===== config.mk =====
export PLATFORM = sky130hd
export DESIGN_NAME = jpeg_sampled_crc_hash
export DESIGN_NICKNAME = d
export VERILOG_FILES = /design/src/hw/rtl/jsch_pkg.sv /design/src/hw/rtl/jsch_div.sv /design/src/hw/rtl/jpeg_sampled_crc_hash.sv
export SDC_FILE = /design/constraint.sdc
export NUM_CORES = 2
export LEC_CHECK = 0
export BUFFER_PORTS_ARGS = -buffer_cell sky130_fd_sc_hd__buf_4
export CORE_ASPECT_RATIO = 1.5
export CORE_MARGIN = 2
export CORE_UTILIZATION = 60
export CTS_BUF_LIST = sky130_fd_sc_hd__clkbuf_4 sky130_fd_sc_hd__clkbuf_8
export CTS_CLUSTER_SIZE = 25
export DETAILED_ROUTE_END_ITERATION = 10
export HOLD_SLACK_MARGIN = 0.08
export PLACE_DENSITY = 0.74
export SLEW_MARGIN = 20
export SYNTH_ARGS = -nofsm -noshare
export SYNTH_HDL_FRONTEND = slang
export SYNTH_HIERARCHICAL = 1
export SYNTH_SLANG_ARGS = --single-unit

===== constraint.sdc =====
create_clock -name clk -period 14.2 [get_ports clk]
set_input_delay 0 -clock clk [delete_from_list [all_inputs] [get_ports clk]]
set_output_delay 0 -clock clk [all_outputs]
set_load 0.01 [all_outputs]

===== src/hw/rtl/jsch_pkg.sv =====
// ----------------------------------------------------------------------------
// jsch_pkg
// Shared types, constants and the CRC byte update for the sampled JPEG hash.
// ----------------------------------------------------------------------------
package jsch_pkg;

	localparam int unsigned REM_BITS = 16;
	localparam logic [31:0] CRC_POLY = 32'hEDB88320;
	localparam logic [31:0] CRC_INIT = 32'hFFFFFFFF;
	localparam logic [7:0]  MARK_FF  = 8'hFF;
	localparam logic [7:0]  MARK_SOI = 8'hD8;
	localparam logic [7:0]  STUFF_00 = 8'h00;

	typedef enum logic [3:0] {
		PH_SOI0,
		PH_SOI1,
		PH_SEEK,
		PH_FILL,
		PH_LENHI,
		PH_LENLO,
		PH_SKIP,
		PH_FOUND,
		PH_FALLBACK,
		PH_FAIL
	} phase_t;

	// reflected CRC-32, one byte
	function automatic logic [31:0] crc_byte(input logic [31:0] c, input logic [7:0] b);
		logic [31:0] r;
		r = c ^ {24'd0, b};
		for (int k = 0; k < 8; k++) begin
			r = r[0] ? ((r >> 1) ^ CRC_POLY) : (r >> 1);
		end
		return r;
	endfunction

endpackage


===== src/hw/rtl/jsch_div.sv =====
// ----------------------------------------------------------------------------
// jsch_div
// Constant divider: length by the sample target, reciprocal multiply with
// registered product, quotient and remainder.
// ----------------------------------------------------------------------------
module jsch_div
	import jsch_pkg::*;
#(
	parameter int unsigned LENGTH_BITS   = 31,
	parameter int unsigned SAMPLE_TARGET = 10000
) (
	input  logic                   clk,
	input  logic                   arst_n,
	input  logic                   start,
	input  logic [LENGTH_BITS-1:0] dividend,
	output logic                   busy,
	output logic [LENGTH_BITS-1:0] quotient,
	output logic [REM_BITS-1:0]    remainder
);

	// (x * RECIP) >> SHIFT is the exact quotient for every x below 2**LENGTH_BITS
	localparam int unsigned TGT_BITS = $clog2(SAMPLE_TARGET);
	localparam int unsigned SHIFT    = LENGTH_BITS + TGT_BITS;
	localparam int unsigned RW       = LENGTH_BITS + 2;
	localparam int unsigned PRW      = LENGTH_BITS + RW;
	localparam longint unsigned RECIP_W =
		((64'd1 << SHIFT) + 64'(SAMPLE_TARGET) - 64'd1) / 64'(SAMPLE_TARGET);
	localparam logic [RW-1:0]       RECIP = RW'(RECIP_W);
	localparam logic [REM_BITS-1:0] TGT   = REM_BITS'(SAMPLE_TARGET);

	logic [2:0]             stg_q;
	logic [LENGTH_BITS-1:0] num_q;
	logic [PRW-1:0]         prod_q;
	logic [LENGTH_BITS-1:0] quo_q;
	logic [REM_BITS-1:0]    rem_q;

	always_ff @(posedge clk or negedge arst_n) begin
		if (!arst_n) begin
			stg_q  <= '0;
			num_q  <= '0;
			prod_q <= '0;
			quo_q  <= '0;
			rem_q  <= '0;
		end else begin
			stg_q <= {stg_q[1:0], start};
			if (start) num_q <= dividend;
			if (stg_q[0]) prod_q <= PRW'(num_q) * PRW'(RECIP);
			if (stg_q[1]) quo_q <= LENGTH_BITS'(prod_q >> SHIFT);
			// remainder is below 2**REM_BITS, so the low bits are enough
			if (stg_q[2]) rem_q <= REM_BITS'(num_q) - REM_BITS'(quo_q) * TGT;
		end
	end

	assign busy      = |stg_q;
	assign quotient  = quo_q;
	assign remainder = rem_q;

endmodule


===== src/hw/rtl/jpeg_sampled_crc_hash.sv =====
// ----------------------------------------------------------------------------
// jpeg_sampled_crc_hash
// Sampled CRC-32 and byte-sum hash of a JPEG stream after its header.
// ----------------------------------------------------------------------------
// Takes one stream byte per cycle, back to back, and returns one result beat
// (crc_value, byte_sum) in the cycle after the last byte of each stream is
// accepted. Only the last byte of a stream waits for the previous result beat
// to leave. A write of stream_length restarts the stream and divides the
// length by SAMPLE_TARGET with a reciprocal multiply; data_ready stays low
// after the write while the quotient settles and is loaded. The quotient and
// remainder of the bytes left are then tracked by a countdown, so the sample
// step is known on the byte where hashing starts.
module jpeg_sampled_crc_hash
	import jsch_pkg::*;
#(
	parameter int unsigned SAMPLE_TARGET = 10000,
	parameter int unsigned LENGTH_BITS   = 31
) (
	input  logic                   clk,
	input  logic                   arst_n,
	input  logic                   cfg_write,
	input  logic [LENGTH_BITS-1:0] stream_length,
	input  logic                   data_valid,
	output logic                   data_ready,
	input  logic [7:0]             data_byte,
	output logic                   result_valid,
	input  logic                   result_ready,
	output logic [31:0]            crc_value,
	output logic [31:0]            byte_sum
);

	localparam int unsigned L = LENGTH_BITS;
	localparam logic [REM_BITS-1:0] TMAX = REM_BITS'(SAMPLE_TARGET - 1);

	logic            div_busy;
	logic [L-1:0]    div_q;
	logic [REM_BITS-1:0] div_r;

	jsch_div #(.LENGTH_BITS(L), .SAMPLE_TARGET(SAMPLE_TARGET)) u_div (
		.clk       (clk),
		.arst_n    (arst_n),
		.start     (cfg_write),
		.dividend  (stream_length),
		.busy      (div_busy),
		.quotient  (div_q),
		.remainder (div_r)
	);

	logic [L-1:0]        len_q, pos_q, step_q, next_q, snext_q, run_q;
	logic [REM_BITS-1:0] run_r_q;
	logic                run_ld_q;
	phase_t              phase_q, phase_n, phase_n_f;
	logic [15:0]         seg_q, seg_n;
	logic [7:0]          prev_q;
	logic [31:0]         mcrc_q, msum_q, scrc_q, ssum_q;
	logic                res_valid_q;
	logic [31:0]         res_crc_q, res_sum_q;

	function automatic logic [L-1:0] adv(input logic [L-1:0] p, input logic [L-1:0] s);
		logic [L:0] n;
		n = {1'b0, p} + {1'b0, s};
		return n[L] ? {L{1'b1}} : n[L-1:0];
	endfunction

	logic         accept;
	logic [L-1:0] sstep, pos_n, pos_m1, start_s, span, qsel, step_n, next_n;
	logic         found, from_prev, late;
	logic [15:0]  seglen;
	logic [31:0]  scrc_n, ssum_n, mcrc_n, msum_n;
	logic [L-1:0] snext_n, next_f;
	logic         last;

	// only the last byte of a stream waits for a pending result beat
	assign data_ready = !div_busy && !run_ld_q && (!last || !res_valid_q || result_ready);
	assign accept     = data_valid && data_ready;
	assign sstep      = (div_q == '0) ? L'(1) : div_q;
	assign pos_n      = pos_q + L'(1);
	assign pos_m1     = pos_q - L'(1);
	assign seglen     = {prev_q, data_byte};

	// shadow pair hashes from offset 0
	always_comb begin
		scrc_n  = scrc_q;
		ssum_n  = ssum_q;
		snext_n = snext_q;
		if (pos_q == snext_q) begin
			scrc_n  = crc_byte(scrc_q, data_byte);
			ssum_n  = ssum_q + {24'd0, data_byte};
			snext_n = adv(snext_q, sstep);
		end
	end

	// header walk
	always_comb begin
		phase_n   = phase_q;
		seg_n     = seg_q;
		found     = 1'b0;
		from_prev = 1'b0;
		unique case (phase_q)
			PH_SOI0: phase_n = (data_byte == MARK_FF) ? PH_SOI1 : PH_FAIL;
			PH_SOI1: phase_n = (data_byte == MARK_SOI) ? PH_SEEK : PH_FAIL;
			PH_SEEK: begin
				if (data_byte == MARK_FF) phase_n = PH_FILL;
				else found = 1'b1;
			end
			PH_FILL: begin
				if (data_byte == STUFF_00) found = 1'b1;
				else if (data_byte != MARK_FF) phase_n = PH_LENHI;
			end
			PH_LENHI: phase_n = PH_LENLO;
			PH_LENLO: begin
				priority if (seglen == 16'd0) begin
					found     = 1'b1;
					from_prev = 1'b1;
				end else if (seglen == 16'd1) begin
					found = 1'b1;
				end else if (seglen == 16'd2) begin
					phase_n = PH_SEEK;
				end else begin
					seg_n   = seglen - 16'd2;
					phase_n = PH_SKIP;
				end
			end
			PH_SKIP: begin
				seg_n = seg_q - 16'd1;
				if (seg_n == 16'd0) phase_n = PH_SEEK;
			end
			default: ;
		endcase
	end

	// start handling and main pair
	assign start_s = from_prev ? pos_m1 : pos_q;
	assign span    = len_q - start_s;
	assign late    = (start_s >= len_q) || (span < L'(4));
	assign qsel    = (from_prev && run_r_q == TMAX) ? (run_q + L'(1)) : run_q;

	always_comb begin
		phase_t ph;
		ph     = phase_n;
		step_n = step_q;
		next_f = next_q;
		mcrc_n = mcrc_q;
		msum_n = msum_q;
		if (found) begin
			if (late) begin
				ph = PH_FALLBACK;
			end else begin
				ph     = PH_FOUND;
				step_n = (qsel == '0) ? L'(1) : qsel;
				next_f = start_s;
				mcrc_n = CRC_INIT;
				msum_n = '0;
				if (from_prev) begin
					// start sits on the previous byte
					mcrc_n = crc_byte(CRC_INIT, prev_q);
					msum_n = {24'd0, prev_q};
					next_f = adv(start_s, step_n);
				end
			end
		end
		next_n = next_f;
		if (ph == PH_FOUND && pos_q == next_f) begin
			mcrc_n = crc_byte(mcrc_n, data_byte);
			msum_n = msum_n + {24'd0, data_byte};
			next_n = adv(next_f, step_n);
		end
		phase_n_f = ph;
	end

	assign last = (pos_n == len_q);

	always_ff @(posedge clk or negedge arst_n) begin
		if (!arst_n) begin
			len_q       <= '0;
			pos_q       <= '0;
			phase_q     <= PH_SOI0;
			seg_q       <= '0;
			prev_q      <= '0;
			step_q      <= L'(1);
			next_q      <= '0;
			mcrc_q      <= CRC_INIT;
			msum_q      <= '0;
			snext_q     <= '0;
			scrc_q      <= CRC_INIT;
			ssum_q      <= '0;
			run_q       <= '0;
			run_r_q     <= '0;
			run_ld_q    <= 1'b0;
			res_valid_q <= 1'b0;
		end else begin
			res_valid_q <= (accept && last && !cfg_write) || (res_valid_q && !result_ready);
			if (cfg_write || (accept && last)) begin
				if (cfg_write) begin
					len_q    <= stream_length;
					run_ld_q <= 1'b1;
				end else begin
					run_q   <= div_q;
					run_r_q <= div_r;
				end
				pos_q   <= '0;
				phase_q <= PH_SOI0;
				seg_q   <= '0;
				prev_q  <= '0;
				step_q  <= L'(1);
				next_q  <= '0;
				mcrc_q  <= CRC_INIT;
				msum_q  <= '0;
				snext_q <= '0;
				scrc_q  <= CRC_INIT;
				ssum_q  <= '0;
			end else if (run_ld_q) begin
				// load the countdown once the divider settles
				if (!div_busy) begin
					run_q    <= div_q;
					run_r_q  <= div_r;
					run_ld_q <= 1'b0;
				end
			end else if (accept) begin
				pos_q   <= pos_n;
				phase_q <= phase_n_f;
				seg_q   <= seg_n;
				prev_q  <= data_byte;
				step_q  <= step_n;
				next_q  <= next_n;
				mcrc_q  <= mcrc_n;
				msum_q  <= msum_n;
				snext_q <= snext_n;
				scrc_q  <= scrc_n;
				ssum_q  <= ssum_n;
				if (run_r_q == '0) begin
					run_q   <= run_q - L'(1);
					run_r_q <= TMAX;
				end else begin
					run_r_q <= run_r_q - REM_BITS'(1);
				end
			end
		end
	end

	// result payload
	always_ff @(posedge clk) begin
		if (accept && last && !cfg_write) begin
			if (len_q < L'(3) || phase_n_f == PH_FAIL) begin
				res_crc_q <= '0;
				res_sum_q <= '0;
			end else if (phase_n_f == PH_FOUND) begin
				res_crc_q <= mcrc_n;
				res_sum_q <= msum_n;
			end else begin
				res_crc_q <= scrc_n;
				res_sum_q <= ssum_n;
			end
		end
	end

	assign result_valid = res_valid_q;
	assign crc_value    = res_crc_q;
	assign byte_sum     = res_sum_q;

endmodule


==> flow_summary.yaml <==
clock_tree:
  clk_path_buf_depth: 3
  numCtsBuffers: 86
  cts-root-buf: "clkbuf_8"
  cts_setup_buffers: 0
  clk_latency_ps: 820
  clkTransAtPathRegs_ps: 70
  cts_tree: "built"
  cts.sinks: 510
  cts_max_level: 3
status:
  outcome: "finished, final reports clean"
yosys:
  synth_largest_area_cell: "dfrtp_1"
  syn-cell-area_um2: 55700
  yosysUniqueCellTypes: 116
  syn_avg_cell_area_um2: 8.97
  ys_seq_area_share_pct: 23.6
  netlist_instances: 6208
  ys.flop_type: "dfrtp_1"
  ys_ff_latch: 510
  synth_edf_count: 64
  async_reset_ff_share_pct: 87.5
  synth.area.top_cells: "dfrtp_1, fa_1, ha_1, inv_1, xnor2_1"
  ys.warnings.count: 6
  netlist.area_leader.share_pct: 17.1
sta:
  maxSlewViolCount: 0
  clock.fmax_ghz: 0.0759
  skew_ps: 63.9
  finalCriticalPeriod_ps: 13180
  fin_setup_tns_ps: 0
  finalHoldViolations: 0
  setup-violations-final: 0
  slew_headroom_pct: 13.5
  grt_setup_unrepaired: "no"
  period_share_pct: 92.8
  worstMarginPinSlew_ps: 1280
die:
  boundaryPins: 110
  die_h_um: 377
  core.rowCount: 136
  start_util_pct: 60.7
  dieArea_um2: 95300
  die_x_um: 253
  core_um2: 91700
drt:
  wirelength_um: 211000
  final_antenna_net_count: 0
  drc: 0
  wl_per_cell_um: 28.2
  vias: 48500
  drt-initial-drc-count: 3840
  firstDrtPassIters: 8
  drt-vias-per-instance: 6.46
placed_design:
  port_buffers: 109
  place_hpwl_um: 163000
  gp_congestion: 1.11
worst_setup_path:
  cp_max_fo: 27
  cp_slowest_cell: "nor4_1"
  worst_setup_path_end_kind: "flop"
  cpMostUsedCell: "o21ai_0"
  cp.arrival_ps: 13810
  start_kind: "flop"
  critPathKind: "flop to flop"
  slowest_delay_ps: 930
  r2r_cells: 45
  r2r_start: "run_r_q[1]"
  crit_start: "run_r_q[1]"
  required_ps: 14830
flow_run:
  maxCapViolations: 0
global_route:
  overflow: 0
  grt_max_degree: 129
  grt_pass1_wl_um: 311000
  grt_use_total_pct: 44.7
  antenna_found_initial: 11
  grt_pass1_vias: 50000
final_layout:
  area_growth_pct: 8.21
  drive_above_1_share_pct: 8.90
  nNetsFinal: 7276
min_path:
  hold_class: "primary input to flop"
  hold_start: "data_byte[4]"
  holdPathStages: 4
[final cells by class]
type | count | area [um2]
diodes | 5 | 12.5
clock buffers | 122 | 1550
clock inverters | 34 | 403
fillers | 7666 | 31500
inverters | 815 | 3060
multi-input cells | 4569 | 38300
flip-flops and latches | 510 | 13200
well taps | 1173 | 1470
repair buffers | 274 | 2300
[path summary, 6_finish.rpt]
check                               endpoint  slack, ps
min in group asynchronous          step_q[0]        380
max                                next_q[2]       1020
max in group asynchronous  u_div/quotient[7]      11530
min                                prev_q[4]        120
min reg2reg                 u_div/prod_q[53]        480
max reg2reg                        next_q[2]       1020
[stage by stage]
stage | cell area (um2) | hold slack, ps | instances | utilization [%] | worst slack [ps]
3_3_place_gp | 57400 | 151 | 7260 | 62.6 | 1710
3_5_place_dp | 57400 | 124 | 7260 | 62.6 | 1480
6_report | 60200 | 123 | 7502 | 65.7 | 1020
2_1_floorplan | 55700 | -296 | 6220 | - | 1510
4_1_cts | 60200 | 86.7 | 7497 | 65.7 | 1380
5_1_grt | 60200 | 143 | 7500 | 65.7 | 519
[routing by layer]
layer	global-route usage (%)	routed length, um	vias to the layer above
met5	0.260	91	-
met4	49.5	28600	10
met3	9.35	15000	1077
met2	75.2	101000	2437
met1	43.3	66600	23600
li1	-	-	21400
[synthesized netlist by cell type, types with 64 or more instances]
cell / count
xor2_1: 165
ha_1: 538
nor4_1: 66
a21o_1: 79
dfstp_2: 65
nand3_1: 126
inv_1: 812
a21oi_1: 321
edfxtp_1: 64
mux2_2: 88
nor3_1: 125
xnor2_1: 345
a22o_1: 87
nor2_1: 378
clkbuf_1: 269
o21ai_0: 409
fa_1: 438
mux2i_1: 71
dfrtp_1: 381
nand2_1: 436
nand4_1: 71
[flip-flops by register name (all words and copies together), names as in the netlist, 3 cells and up]
name             count
byte_sum            32
crc_value           32
len_q               31
mcrc_q              32
msum_q              32
next_q              31
phase_q              4
pos_q               31
prev_q               8
run_q               31
run_r_q             16
scrc_q              32
seg_q               16
snext_q             31
ssum_q              32
step_q              31
u_div/num_q         31
u_div/prod_q        18
u_div/quotient      18
u_div/remainder     16
u_div/stg_q          3
[placed cells by master, fill, tap and decap left out, types with 87 or more instances in the layout]
cell type and count:
o21ai_0 408, mux2_2 88, xor2_1 165, nand2_1 435, nor2_1 375, a22o_1 87
clkbuf_8 101, buf_4 191, ha_1 538, inv_1 812, a21oi_1 321, xnor2_1 345
dfrtp_1 381, nand3_1 126, nor3_1 120, fa_1 438
[critical path: cells and delay by family (launching register included)]
kind                       cells  cell delay, ps
DFF                            1             400
AOI/OAI and AO/OA             23            5740
buffers and inverters          2             510
xor gates and xnor gates       1             600
adders and majority gates      3             730
and+or+nand+nor               16            5000
[timing repair]
action	in CTS	in global routing
resized for setup	0	0
hold buffers	81	0
endpoints found under the hold margin	221	0
[cell families (layout without fill, tap and decap cells)]
group | after synthesis | after routing | synth area share [%]
AOI/OAI and AO/OA | 1386 | 1386 | 16.0
xor gates and xnor gates | 514 | 514 | 8.16
adders and majority gates | 980 | 980 | 27.9
buffers and inverters | 1141 | 1245 | 7.85
DFF | 510 | 510 | 23.6
muxes | 159 | 159 | 3.06
other | 1 | 18 | 0.00674
and+or+nand+nor | 1517 | 1517 | 13.3
Power is left out: the tool's default activity adds up to more than one toggle a clock period on the data nets, which glitch-free logic cannot reach.
